==> config.mk <==
export PLATFORM = sky130hd
export DESIGN_NAME = timed_serve_sequencer
export DESIGN_NICKNAME = d
export VERILOG_FILES = /design/src/hw/rtl/tss_pkg.sv /design/src/hw/rtl/tss_cfg_regs.sv /design/src/hw/rtl/tss_step.sv /design/src/hw/rtl/timed_serve_sequencer.sv
export SDC_FILE = /design/constraint.sdc
export NUM_CORES = 1
export LEC_CHECK = 0
export BUFFER_PORTS_ARGS = -buffer_cell sky130_fd_sc_hd__buf_2
export CELL_PAD_IN_SITES_DETAIL_PLACEMENT = 0
export CELL_PAD_IN_SITES_GLOBAL_PLACEMENT = 1
export CORE_MARGIN = 1.5
export CORE_UTILIZATION = 48
export CTS_CLUSTER_DIAMETER = 60
export CTS_CLUSTER_SIZE = 8
export DETAILED_ROUTE_END_ITERATION = 6
export PLACE_DENSITY = 0.87
export RECOVER_POWER = 50
export SETUP_SLACK_MARGIN = 0.2
export SLEW_MARGIN = 15
export SYNTH_ARGS = -nofsm -noshare
export SYNTH_HDL_FRONTEND = slang
export SYNTH_SLANG_ARGS = --single-unit
export TNS_END_PERCENT = 1
==> constraint.sdc <==
create_clock -name clk -period 10.6 [get_ports clk]
set_input_delay 2.12 -clock clk [delete_from_list [all_inputs] [get_ports clk]]
set_output_delay 2.12 -clock clk [all_outputs]
set_load 0.03 [all_outputs]
==> src/hw/rtl/tss_pkg.sv <==
`timescale 1ns / 1ps
// ----------------------------------------------------------------------------
// tss_pkg
// Shared types and codes for the timed serve sequencer.
// ----------------------------------------------------------------------------
package tss_pkg;

  // call kinds carried on the input tuser
  typedef enum logic [1:0] {
    FN_TICK    = 2'd0,
    FN_REQUEST = 2'd1,
    FN_CANCEL  = 2'd2,
    FN_INIT    = 2'd3
  } func_t;

  // system state codes
  localparam logic [2:0] SYS_START      = 3'd0;
  localparam logic [2:0] SYS_START_BUSY = 3'd1;
  localparam logic [2:0] SYS_JAM        = 3'd4;
  localparam logic [2:0] SYS_COMMS      = 3'd5;

  // serve arm command codes
  localparam logic [1:0] SERVE_NONE   = 2'd0;
  localparam logic [1:0] SERVE_READY  = 2'd1;
  localparam logic [1:0] SERVE_ACTION = 2'd2;
  localparam logic [1:0] SERVE_RETURN = 2'd3;

  // cushion command codes
  localparam logic [1:0] CUSH_NONE   = 2'd0;
  localparam logic [1:0] CUSH_ACTION = 2'd1;
  localparam logic [1:0] CUSH_READY  = 2'd2;

  // chassis command codes
  localparam logic [1:0] CHAS_NONE = 2'd0;
  localparam logic [1:0] CHAS_FEED = 2'd1;
  localparam logic [1:0] CHAS_STOP = 2'd2;

  // action step codes
  localparam logic [1:0] STEP_IDLE   = 2'd0;
  localparam logic [1:0] STEP_WINDUP = 2'd1;
  localparam logic [1:0] STEP_FEED   = 2'd2;
  localparam logic [1:0] STEP_RETURN = 2'd3;

  // init phase codes
  localparam logic [1:0] PHASE_WAIT  = 2'd0;
  localparam logic [1:0] PHASE_RETRY = 2'd1;
  localparam logic [1:0] PHASE_READY = 2'd2;

  // register indexes
  localparam logic [2:0] REG_INIT_DELAY       = 3'd0;
  localparam logic [2:0] REG_INIT_RETRY_DELAY = 3'd1;
  localparam logic [2:0] REG_WINDUP_TIME      = 3'd2;
  localparam logic [2:0] REG_FIRE_TIME        = 3'd3;
  localparam logic [2:0] REG_FEED_STOP_TIME   = 3'd4;
  localparam logic [2:0] REG_RETURN_TIME      = 3'd5;
  localparam logic [2:0] REG_MAX_RETRIES      = 3'd6;
  localparam logic [2:0] REG_CUSHION_GAIN     = 3'd7;

  // register reset values
  localparam logic [15:0] RST_INIT_DELAY       = 16'd500;
  localparam logic [15:0] RST_INIT_RETRY_DELAY = 16'd200;
  localparam logic [15:0] RST_WINDUP_TIME      = 16'd100;
  localparam logic [15:0] RST_FIRE_TIME        = 16'd600;
  localparam logic [15:0] RST_FEED_STOP_TIME   = 16'd750;
  localparam logic [15:0] RST_RETURN_TIME      = 16'd1350;
  localparam logic [1:0]  RST_MAX_RETRIES      = 2'd3;

  typedef struct packed {
    logic [15:0] init_delay;
    logic [15:0] init_retry_delay;
    logic [15:0] windup_time;
    logic [15:0] fire_time;
    logic [15:0] feed_stop_time;
    logic [15:0] return_time;
    logic [1:0]  max_retries;
  } cfg_t;

  typedef struct packed {
    logic [1:0] init_phase;
    logic       request_flag;
    logic [1:0] action_step;
    logic [1:0] fail_count;
  } ctrl_t;

  typedef struct packed {
    logic [1:0] serve_cmd;
    logic [1:0] cushion_cmd;
    logic [1:0] chassis_cmd;
    logic       hard_stop;
    logic       state_write;
    logic [2:0] state_value;
    logic       ready_res;
    logic       idle;
  } res_t;

  // bump the failure count; msb flags that the retry limit is reached
  function automatic logic [2:0] fail_step(input logic [1:0] count,
                                           input logic [1:0] limit);
    logic [1:0] n;
    n = count + 2'd1;
    return {(n >= limit), n};
  endfunction

endpackage

==> src/hw/rtl/tss_cfg_regs.sv <==
`timescale 1ns / 1ps
// ----------------------------------------------------------------------------
// tss_cfg_regs
// Timing and retry registers behind the plain write port.
// ----------------------------------------------------------------------------
module tss_cfg_regs (
  input  logic             clk,
  input  logic             rst,
  input  logic             cfg_we,
  input  logic [2:0]       cfg_index,
  input  logic [15:0]      cfg_wdata,
  output tss_pkg::cfg_t    cfg
);
  import tss_pkg::*;

  always_ff @(posedge clk) begin
    if (rst) begin
      cfg.init_delay       <= RST_INIT_DELAY;
      cfg.init_retry_delay <= RST_INIT_RETRY_DELAY;
      cfg.windup_time      <= RST_WINDUP_TIME;
      cfg.fire_time        <= RST_FIRE_TIME;
      cfg.feed_stop_time   <= RST_FEED_STOP_TIME;
      cfg.return_time      <= RST_RETURN_TIME;
      cfg.max_retries      <= RST_MAX_RETRIES;
    end else if (cfg_we) begin
      case (cfg_index)
        REG_INIT_DELAY:       cfg.init_delay       <= cfg_wdata;
        REG_INIT_RETRY_DELAY: cfg.init_retry_delay <= cfg_wdata;
        REG_WINDUP_TIME:      cfg.windup_time      <= cfg_wdata;
        REG_FIRE_TIME:        cfg.fire_time        <= cfg_wdata;
        REG_FEED_STOP_TIME:   cfg.feed_stop_time   <= cfg_wdata;
        REG_RETURN_TIME:      cfg.return_time      <= cfg_wdata;
        REG_MAX_RETRIES:      cfg.max_retries      <= cfg_wdata[1:0];
        // cushion gain rides with the motor command outside this block
        REG_CUSHION_GAIN:     ;
        default:              ;
      endcase
    end
  end

endmodule

==> src/hw/rtl/tss_step.sv <==
`timescale 1ns / 1ps
// ----------------------------------------------------------------------------
// tss_step
// One-call update of the sequencer state and its command outputs.
// ----------------------------------------------------------------------------
module tss_step #(
  parameter int TICK_BITS = 32
) (
  input  tss_pkg::func_t       func,
  input  logic [TICK_BITS-1:0] now,
  input  logic [2:0]           sys,
  input  logic                 ok,
  input  tss_pkg::cfg_t        cfg,
  input  tss_pkg::ctrl_t       ctrl,
  input  logic [TICK_BITS-1:0] init_stamp,
  input  logic [TICK_BITS-1:0] action_stamp,
  output tss_pkg::ctrl_t       ctrl_next,
  output logic [TICK_BITS-1:0] init_stamp_next,
  output logic [TICK_BITS-1:0] action_stamp_next,
  output tss_pkg::res_t        res
);
  import tss_pkg::*;

  logic [1:0]           ip, st, fc;
  logic                 rf, trip;
  logic [TICK_BITS-1:0] is_v, as_v, init_el, act_el;
  logic [1:0]           o_serve, o_cush, o_chas;
  logic                 o_stop, o_wr;
  logic [2:0]           o_val;

  always_comb begin
    ip = ctrl.init_phase;
    rf = ctrl.request_flag;
    st = ctrl.action_step;
    fc = ctrl.fail_count;
    is_v = init_stamp;
    as_v = action_stamp;
    trip = 1'b0;
    o_serve = SERVE_NONE;
    o_cush = CUSH_NONE;
    o_chas = CHAS_NONE;
    o_stop = 1'b0;
    o_wr = 1'b0;
    o_val = SYS_START;
    init_el = now - init_stamp;
    act_el = '0;

    case (func)
      FN_TICK: begin
        if (sys inside {SYS_JAM, SYS_COMMS}) begin
          rf = 1'b0; st = STEP_IDLE; fc = '0; as_v = '0;
          o_stop = 1'b1;
        end else begin
          // init phase: two ready commands with timed gaps
          if (ip == PHASE_WAIT) begin
            if (init_el >= TICK_BITS'(cfg.init_delay)) begin
              o_serve = SERVE_READY;
              if (ok) begin
                is_v = now; ip = PHASE_RETRY; fc = '0;
              end else begin
                {trip, fc} = fail_step(fc, cfg.max_retries);
              end
            end
          end else if (ip == PHASE_RETRY) begin
            if (init_el >= TICK_BITS'(cfg.init_retry_delay)) begin
              o_serve = SERVE_READY;
              if (ok) begin
                ip = PHASE_READY; fc = '0;
              end else begin
                {trip, fc} = fail_step(fc, cfg.max_retries);
              end
            end
          end
          if (trip) begin
            rf = 1'b0; st = STEP_IDLE; fc = '0; as_v = '0;
            o_stop = 1'b1; o_wr = 1'b1; o_val = SYS_COMMS;
          end
          trip = 1'b0;

          // stale request dropped
          if (st == STEP_IDLE && rf && sys != SYS_START) rf = 1'b0;

          // start of the serve sequence
          if (st == STEP_IDLE && rf && ip[1]) begin
            o_cush = CUSH_ACTION;
            if (ok) begin
              rf = 1'b0; st = STEP_WINDUP; as_v = now; fc = '0;
              o_wr = 1'b1; o_val = SYS_START_BUSY;
            end else begin
              {trip, fc} = fail_step(fc, cfg.max_retries);
            end
          end
          if (trip) begin
            rf = 1'b0; st = STEP_IDLE; fc = '0; as_v = '0;
            o_stop = 1'b1; o_wr = 1'b1; o_val = SYS_COMMS;
          end
          trip = 1'b0;

          act_el = now - as_v;
          case (st)
            STEP_WINDUP: begin
              if (act_el > TICK_BITS'(cfg.windup_time)) begin
                st = STEP_FEED; fc = '0;
              end
            end
            STEP_FEED: begin
              o_chas = CHAS_FEED;
              if (act_el > TICK_BITS'(cfg.fire_time)) begin
                o_serve = SERVE_ACTION;
                if (ok) begin
                  st = STEP_RETURN; fc = '0;
                end else begin
                  {trip, fc} = fail_step(fc, cfg.max_retries);
                end
              end
            end
            STEP_RETURN: begin
              if (act_el > TICK_BITS'(cfg.feed_stop_time)) o_chas = CHAS_STOP;
              o_cush = CUSH_READY;
              if (act_el > TICK_BITS'(cfg.return_time)) begin
                o_serve = SERVE_RETURN;
                if (ok) begin
                  st = STEP_IDLE; fc = '0;
                  if (sys == SYS_START_BUSY) begin
                    o_wr = 1'b1; o_val = SYS_START;
                  end
                end else begin
                  {trip, fc} = fail_step(fc, cfg.max_retries);
                end
              end
            end
            default: ;
          endcase
          if (trip) begin
            rf = 1'b0; st = STEP_IDLE; fc = '0; as_v = '0;
            o_stop = 1'b1; o_wr = 1'b1; o_val = SYS_COMMS;
          end
        end
      end
      FN_REQUEST: begin
        if (sys == SYS_START && st == STEP_IDLE && ip[1]) rf = 1'b1;
      end
      FN_CANCEL: begin
        rf = 1'b0; st = STEP_IDLE; fc = '0; as_v = '0;
        o_stop = 1'b1;
      end
      FN_INIT: begin
        ip = PHASE_WAIT;
        rf = 1'b0; st = STEP_IDLE; fc = '0; as_v = '0;
        is_v = now;
      end
      default: ;
    endcase

    ctrl_next.init_phase   = ip;
    ctrl_next.request_flag = rf;
    ctrl_next.action_step  = st;
    ctrl_next.fail_count   = fc;
    init_stamp_next        = is_v;
    action_stamp_next      = as_v;

    res.serve_cmd   = o_serve;
    res.cushion_cmd = o_cush;
    res.chassis_cmd = o_chas;
    res.hard_stop   = o_stop;
    res.state_write = o_wr;
    res.state_value = o_val;
    // phase three never occurs and counts as ready
    res.ready_res   = ip[1];
    res.idle        = (st == STEP_IDLE);
  end

endmodule

==> src/hw/rtl/timed_serve_sequencer.sv <==
`timescale 1ns / 1ps
// ----------------------------------------------------------------------------
// timed_serve_sequencer
// Serve controller sequencer: init, request, cancel and tick calls in,
// serve / cushion / chassis command codes out.
// ----------------------------------------------------------------------------
// Each input transaction is one call on the serve controller and yields
// exactly one result transaction, in order. A call sits in an input register
// while the step logic updates the controller state and loads the result
// register, so a new call is taken every cycle and its result is presented on
// the master side from the result register, which follows the input register;
// only the result register stalling on m_tready holds the input back. The
// user must write the timing registers through cfg_we / cfg_index / cfg_wdata
// only while no call is in flight; the block itself does not enforce this.
// Time stamps are TICK_BITS wide and all elapsed times wrap at 2^TICK_BITS.
// ----------------------------------------------------------------------------
module timed_serve_sequencer #(
  parameter int TICK_BITS = 32   // 16 to 64
) (
  input  logic        clk,
  input  logic        rst,
  // call in
  input  logic        s_tvalid,
  output logic        s_tready,
  input  logic [39:0] s_tdata,   // now_time[31:0], system_state[34:32],
                                 // link_ok[35], zero [39:36]
  input  logic [1:0]  s_tuser,   // func[1:0]
  // result out
  output logic        m_tvalid,
  input  logic        m_tready,
  output logic [15:0] m_tdata,   // serve_cmd[1:0], cushion_cmd[3:2],
                                 // chassis_cmd[5:4], hard_stop[6],
                                 // state_write[7], state_value[10:8],
                                 // ready_res[11], idle[12], zero [15:13]
  // configuration writes
  input  logic        cfg_we,
  input  logic [2:0]  cfg_index,
  input  logic [15:0] cfg_wdata
);
  import tss_pkg::*;

  cfg_t                 cfg;
  ctrl_t                ctrl, ctrl_next;
  logic [TICK_BITS-1:0] init_stamp, init_stamp_next;
  logic [TICK_BITS-1:0] action_stamp, action_stamp_next;
  res_t                 res_next, res;

  // input register
  logic                 in_valid;
  func_t                in_func;
  logic [TICK_BITS-1:0] in_now;
  logic [2:0]           in_sys;
  logic                 in_ok;
  logic                 advance;

  // the held call moves on whenever the result register is free or draining
  assign advance  = in_valid && (!m_tvalid || m_tready);
  assign s_tready = !in_valid || advance;

  tss_cfg_regs u_cfg (
    .clk       (clk),
    .rst       (rst),
    .cfg_we    (cfg_we),
    .cfg_index (cfg_index),
    .cfg_wdata (cfg_wdata),
    .cfg       (cfg)
  );

  always_ff @(posedge clk) begin
    if (rst) begin
      in_valid <= 1'b0;
    end else if (s_tready) begin
      in_valid <= s_tvalid;
    end
  end

  // call payload, no reset needed
  always_ff @(posedge clk) begin
    if (s_tvalid && s_tready) begin
      in_func <= func_t'(s_tuser);
      in_now  <= TICK_BITS'(s_tdata[31:0]);
      in_sys  <= s_tdata[34:32];
      in_ok   <= s_tdata[35];
    end
  end

  tss_step #(.TICK_BITS(TICK_BITS)) u_step (
    .func              (in_func),
    .now               (in_now),
    .sys               (in_sys),
    .ok                (in_ok),
    .cfg               (cfg),
    .ctrl              (ctrl),
    .init_stamp        (init_stamp),
    .action_stamp      (action_stamp),
    .ctrl_next         (ctrl_next),
    .init_stamp_next   (init_stamp_next),
    .action_stamp_next (action_stamp_next),
    .res               (res_next)
  );

  // controller state commits as the call leaves the input register
  always_ff @(posedge clk) begin
    if (rst) begin
      ctrl         <= '0;
      init_stamp   <= '0;
      action_stamp <= '0;
    end else if (advance) begin
      ctrl         <= ctrl_next;
      init_stamp   <= init_stamp_next;
      action_stamp <= action_stamp_next;
    end
  end

  // result register
  always_ff @(posedge clk) begin
    if (rst) begin
      m_tvalid <= 1'b0;
    end else if (advance) begin
      m_tvalid <= 1'b1;
    end else if (m_tready) begin
      m_tvalid <= 1'b0;
    end
  end

  always_ff @(posedge clk) begin
    if (advance) begin
      res <= res_next;
    end
  end

  assign m_tdata = {3'b000, res.idle, res.ready_res, res.state_value,
                    res.state_write, res.hard_stop, res.chassis_cmd,
                    res.cushion_cmd, res.serve_cmd};

endmodule

### After elaboration in Yosys (flattened, before gate mapping)

Index checks and enable logic that the tools add are counted.

* register bits after elaboration: 222
* input bits: 66
* output and inout port bits: 18
* word-level logic and storage cells: 237

* add/sub/neg operators: 5
* order comparisons: 9
* equal/unequal tests: 26
* multiplexer cells: 127
* bitwise logic cells: 1
* reduce and logical (&&, ||, !) cells: 39

Operators by type and width (count)
* 32-bit 2-to-1 mux: 12
* 32-bit by 16-bit > comparator with 1-bit output: 4
* 32-bit one-hot mux with 2 select lines: 2
* 2-bit 2-to-1 mux: 49
* 32-bit by 16-bit greater-or-equal comparator with 1-bit output: 2
* 32-bit subtractor: 2
* 1-bit 2-to-1 mux: 45
* 3-bit 2-to-1 mux: 9
* 2-bit one-hot mux with 2 select lines: 5
* 2-bit AND reduction: 9
* 3-bit equality test, second input constant: 5
* 2-bit one-hot mux with 3 select lines: 2
* 2-bit zero test: 5
* 3-bit inequality test, second input constant: 3
* 2-bit equality test, second input constant: 4
* 1-bit logical AND: 8
* 8-bit AND reduction: 1
* 2-bit nonzero test: 4
* 2-bit by 1-bit adder with 2-bit output, second input constant: 3
* 2-bit by 1-bit equality test with 1-bit output, second input constant: 3
* 3-bit by 1-bit equality test with 1-bit output, second input constant: 2
* 3-bit by 2-bit equality test with 1-bit output, second input constant: 2
* 2-bit greater-or-equal comparator: 3
* 3-bit zero test: 2
* other kinds (12): 21

### Longest topological paths before layout

* depth in word-level cells: 36
* depth in mapped cells: 54
* gate-level depth less buffers: 51

### Modules after synthesis

From an unflattened synthesis, not the netlist that was laid out.

* cell total of the unflattened synthesis: 2025
* area total of the unflattened synthesis: 17631.9 um^2

By module, submodules not included
* tss_step: times used 1, cells an instance 1294, area an instance 8861.0 um^2, seq. area each 0.0 um^2
* timed_serve_sequencer: times used 1, cells an instance 373, area an instance 4899.7 um^2, seq. area each 2992.9 um^2
* tss_cfg_regs: times used 1, cells an instance 358, area an instance 3871.2 um^2, seq. area each 1961.9 um^2

### Worst setup path after synthesis

OpenSTA, ideal clock, no wires.

* kind: register to register
* start: reg in_now[0]
* end: reg, netlist name ctrl[2]
* library setup time: 0.091 ns
* arrival time: 9.571 ns
* required time: 10.509 ns
* path slack: 0.938 ns
* cell stages (with the launch flop): 52
* buffers on the path: 2
* period minus slack after synthesis: 9.662 ns
* path through: edfxtp_1 inv_1 ha_1 fa_1 and2b_1 o2111ai_2 a2111oi_2 nor2_1 xnor2_1 ha_1 a21o_1 a21o_1 a21oi_1 nand3_1 nor2_1 o21ai_0 a21boi_0 o2111ai_2 [16 not listed] a21o_1 a21boi_0 o21bai_1 a21oi_1 o21bai_1 a21oi_1 xnor2_1 ha_1 nand4_1 or2_2 nor3_1 nor4_1 a31oi_1 and3_1 mux2i_4 a211o_1 o21a_1 a311oi_1

* word-level cells in the longest chain between the ends: 34
* elaborated cells between the ends (all ways): 82
* classes of those cells: add/sub: 4; order compare: 7; eq/ne: 3; mux: 63; reduce/logical: 5

Ends and longest elaborated chain
* start, declared: line timed_serve_sequencer.sv:51 `logic [TICK_BITS-1:0] in_now;`
* start signal, assigned: line timed_serve_sequencer.sv:81 `in_now <= TICK_BITS'(s_tdata[31:0]);`
* parallel branches: the longest is 31 deep, another holds 32-bit subtractor
* 2-bit 2-to-1 mux (*): line tss_step.sv:134 `if (trip) begin`
* 2-bit 2-to-1 mux (*): line tss_step.sv:50 `if (sys inside {SYS_JAM, SYS_COMMS}) begin`
* 2-bit one-hot mux with 2 select lines (*): line tss_step.sv:48 `case (func)`

Mark *: on every way between the ends. The select of a mux whose other input is x is not followed.
A chain may end at the register's enable or synchronous reset.

### Worst setup path in the final report

* start: reg in_now[5]
* end: reg action_stamp[22]

* word-level cells in the longest chain between the ends: 34
* elaborated cells between the ends (all ways): 74
* classes of those cells: add/sub: 4; order compare: 6; eq/ne: 2; mux: 57; reduce/logical: 5

Ends and longest elaborated chain
* parallel branches: the longest is 31 deep, another holds 32-bit subtractor
* 32-bit 2-to-1 mux (*): line tss_step.sv:134
* 32-bit 2-to-1 mux (*): line tss_step.sv:50
* 32-bit one-hot mux with 2 select lines (*): line tss_step.sv:48
* end signal, assigned: line timed_serve_sequencer.sv:111 `action_stamp <= action_stamp_next;`
* end, declared: line timed_serve_sequencer.sv:45 `logic [TICK_BITS-1:0] action_stamp, action_stamp_next;`

Marks and branches as above.

==> impl_metrics.py <==
metrics = {
    "finish": {
        "instances_no_fill": 2315,
        "regArea_um2": 4920,
        "n_antenna_cell": 0,
        "drive_above_1_share_pct": 12.0,
        "layout_common_cells": "nand2_1 (258), dfxtp_1 (171), ha_1 (166), a21oi_1 (156), inv_1 (150)",
        "final_design_area_no_fill_um2": 17400,
        "fillers": 2822,
        "syn2layout_area_growth_pct": 14.5,
        "layout_commonest_cell": "nand2_1",
        "multi_input_area_um2": 9590,
        "final_nets": 2138,
    },
    "placement": {
        "place_inst": 2254,
        "gp_congestion": 0.901,
        "hpwl_um": 30600,
        "placed_area_um2": 16000,
        "pre_cts_slack_ns": -0.0875,
        "portBuffers": 75,
    },
    "critical_path": {
        "critical_path_required_ns": 10.90,
        "worst-path-buf-inv": 2,
        "max_stage_delay_ns": 0.51,
        "crit_type": "reg -> reg",
        "cpLargestDelayFamily": "compound AO/OA/AOI/OAI gates",
        "end_kind": "register",
        "cp.arrival_ns": 10.40,
        "path_max_fanout": 35,
        "startpoint_type": "register",
        "critPathSlowestCell": "edfxtp_1",
    },
    "logic_synthesis": {
        "seq_area_frac_synth_pct": 32.5,
        "synth_area_per_cell_um2": 8.32,
        "async_reset_ff_share_pct": 0,
        "synth_edf_count": 50,
        "ys_dominant_reg_cell": "dfxtp_1",
        "yosysUniqueCellTypes": 95,
        "syn_inst": 1823,
        "synth.cell_area_um2": 15200,
        "yosys_register_bits": 221,
        "yosys_warnings": 0,
    },
    "run": {
        "cap_viol_max_count": 3,
    },
    "route": {
        "drtPass1Iterations": 6,
        "viasPerCell": 5.79,
        "drt_iter0_drc": 970,
        "ant_nets": 0,
        "wirelength_um": 41900,
        "route.detailed.drc": 0,
        "num_vias": 13400,
        "post_drt_wl_per_cell_um": 18.1,
    },
    "sta": {
        "slew_headroom_pct": -79.6,
        "hold_viol": 0,
        "tns_ns": 0,
        "maxSlewViolCount": 130,
        "post-route-period-util_pct": 95.4,
        "skew_ns": 0.0148,
        "tightest_slew_ns": 2.69,
        "worst_slack_ns": 0.493,
        "clock.fmax_mhz": 98.9,
        "period_minus_slack_ns": 10.11,
        "rsz0062_at_grt": "true",
        "setup_violations": 0,
    },
    "clocking": {
        "ctsHtreeMaxLevel": 2,
        "numCtsBuffers": 36,
        "clock_sinks": 221,
        "insertion_delay_ns": 0.52,
        "cts_buffer_depth": 3,
        "clock-root-buffer": "clkbuf_16",
        "clkTransAtPathRegs_ns": 0.05,
        "holdBufCountCts": 0,
        "cts_tree": "done",
    },
    "global_routing": {
        "grt_max_degree": 88,
        "grt_pass1_vias": 12700,
        "gr-usage-all-layers_pct": 25.3,
        "antenna_found_initial": 0,
        "grt_pass1_wl_um": 66800,
        "grt-ovfl-total": 0,
    },
    "floorplanning": {
        "start_util_pct": 49.2,
        "rows": 64,
        "ioPinCount": 84,
        "die_h_um": 181,
        "core-area_um2": 30800,
        "dieArea_um2": 32700,
        "die_width_um": 181,
    },
    "power_and_ir_drop": {
        "p_leak_nw": 6.80,
        "p_per_area_nw_per_um2": 144,
        "vdd_drop_max_mv": 0.121,
    },
    "status": {
        "status": "complete, but fails checks",
        "failed_checks": "max-capacitance violations, max-slew violations",
    },
    "min_path": {
        "hold_path.class": "reg -> reg",
    },
}
[where the power goes]
| part | internal, mW | total [mW] | switching (mW) | leakage (nW) |
|---|---|---|---|---|
| combinational | 0.195 | 0.495 | 0.300 | 4.41 |
| sequential | 0.890 | 0.910 | 0.0204 | 1.87 |
| clock | 0.692 | 1.09 | 0.402 | 0.526 |
[final cells by class]
| type | instances | area share [%] |
|---|---|---|
| Multi-Input combinational cell | 1370 | 55.2 |
| Sequential cell | 221 | 28.4 |
| Clock buffer | 51 | 5.69 |
| Timing Repair Buffer | 120 | 4.04 |
| Inverter | 151 | 3.26 |
| Tap cell | 396 | 2.85 |
| Clock inverter | 6 | 0.569 |
[per-layer routing]
metal	up-vias	GRT usage (%)	part of all wire, %
met5	-	0	0
met4	0	7.23	2.7
met3	72	3.77	5.3
met2	379	41.4	45
met1	6285	34.7	47
li1	6666	-	-
[synthesized netlist by cell type (26+ instances only)]
cell      number  area share [%]
ha_1         170              14
nand2b_1      28             1.2
a21o_1        48             2.4
o211ai_1      39             1.9
mux2i_1       43             2.8
nand3_1       27            0.89
o21ai_0       66             2.2
a22o_1        30             1.7
edfxtp_1      50             9.9
xnor2_1       26             1.5
a32oi_1       31             1.8
nand4_1       27             1.1
clkbuf_1      63             1.6
a21oi_1      164             5.4
inv_1        150             3.7
nor2_1       132             3.3
nand2_1      260             6.4
dfxtp_1      171              23
[worst min-delay path: cells and delay by family (launching register included)]
kind / cells / cell delay [ns]
compound gates: 1 / 0.05
flops: 1 / 0.30
simple gates: 1 / 0.05
[per-stage QoR]
stage	utilization [%]	hold slack (ns)	total power [mW]
floorplan	-	0.436	1.25
CTS	55.6	0.453	2.49
global route	56.3	0.468	2.61
global placement	52.0	0.443	1.38
finish	56.3	0.452	2.50
detailed placement	52.0	0.447	1.39
[final timing paths]
| kind | startpoint | to | slack, ns | cells past startpoint |
|---|---|---|---|---|
| setup reg to reg | in_now[5] | action_stamp[22] | 0.49 | 46 |
| hold / removal | u_cfg.cfg[13] | u_cfg.cfg[13] | 0.45 | 2 |
| setup / recovery | in_now[5] | action_stamp[22] | 0.49 | 46 |
| hold reg to reg | u_cfg.cfg[13] | u_cfg.cfg[13] | 0.45 | 2 |
[kinds of logic after synthesis]
group	count (synthesis)	synth area share (%)
compound gates	516	23.2
xor+xnor	41	2.42
fa+ha+maj	172	14.3
simple gates	587	17.9
mux	50	3.53
buf+inv	235	6.15
other cells	1	0.0247
flops	221	32.5
[sequential cells by signal (all words and copies together) (netlist names)]
register      flops
m_tvalid          1
u_cfg.cfg        98
in_sys            3
in_ok             1
ctrl              7
init_stamp       32
in_valid          1
in_func           2
m_tdata          12
in_now           32
action_stamp     32
[repair_timing]
action                                  CTS  global route
gates resized for setup                   8            48
endpoints found under the setup margin   42            43
pin swaps                                 1            16
buffers inserted                          0             4
Power figures use the tool's default switching activity.
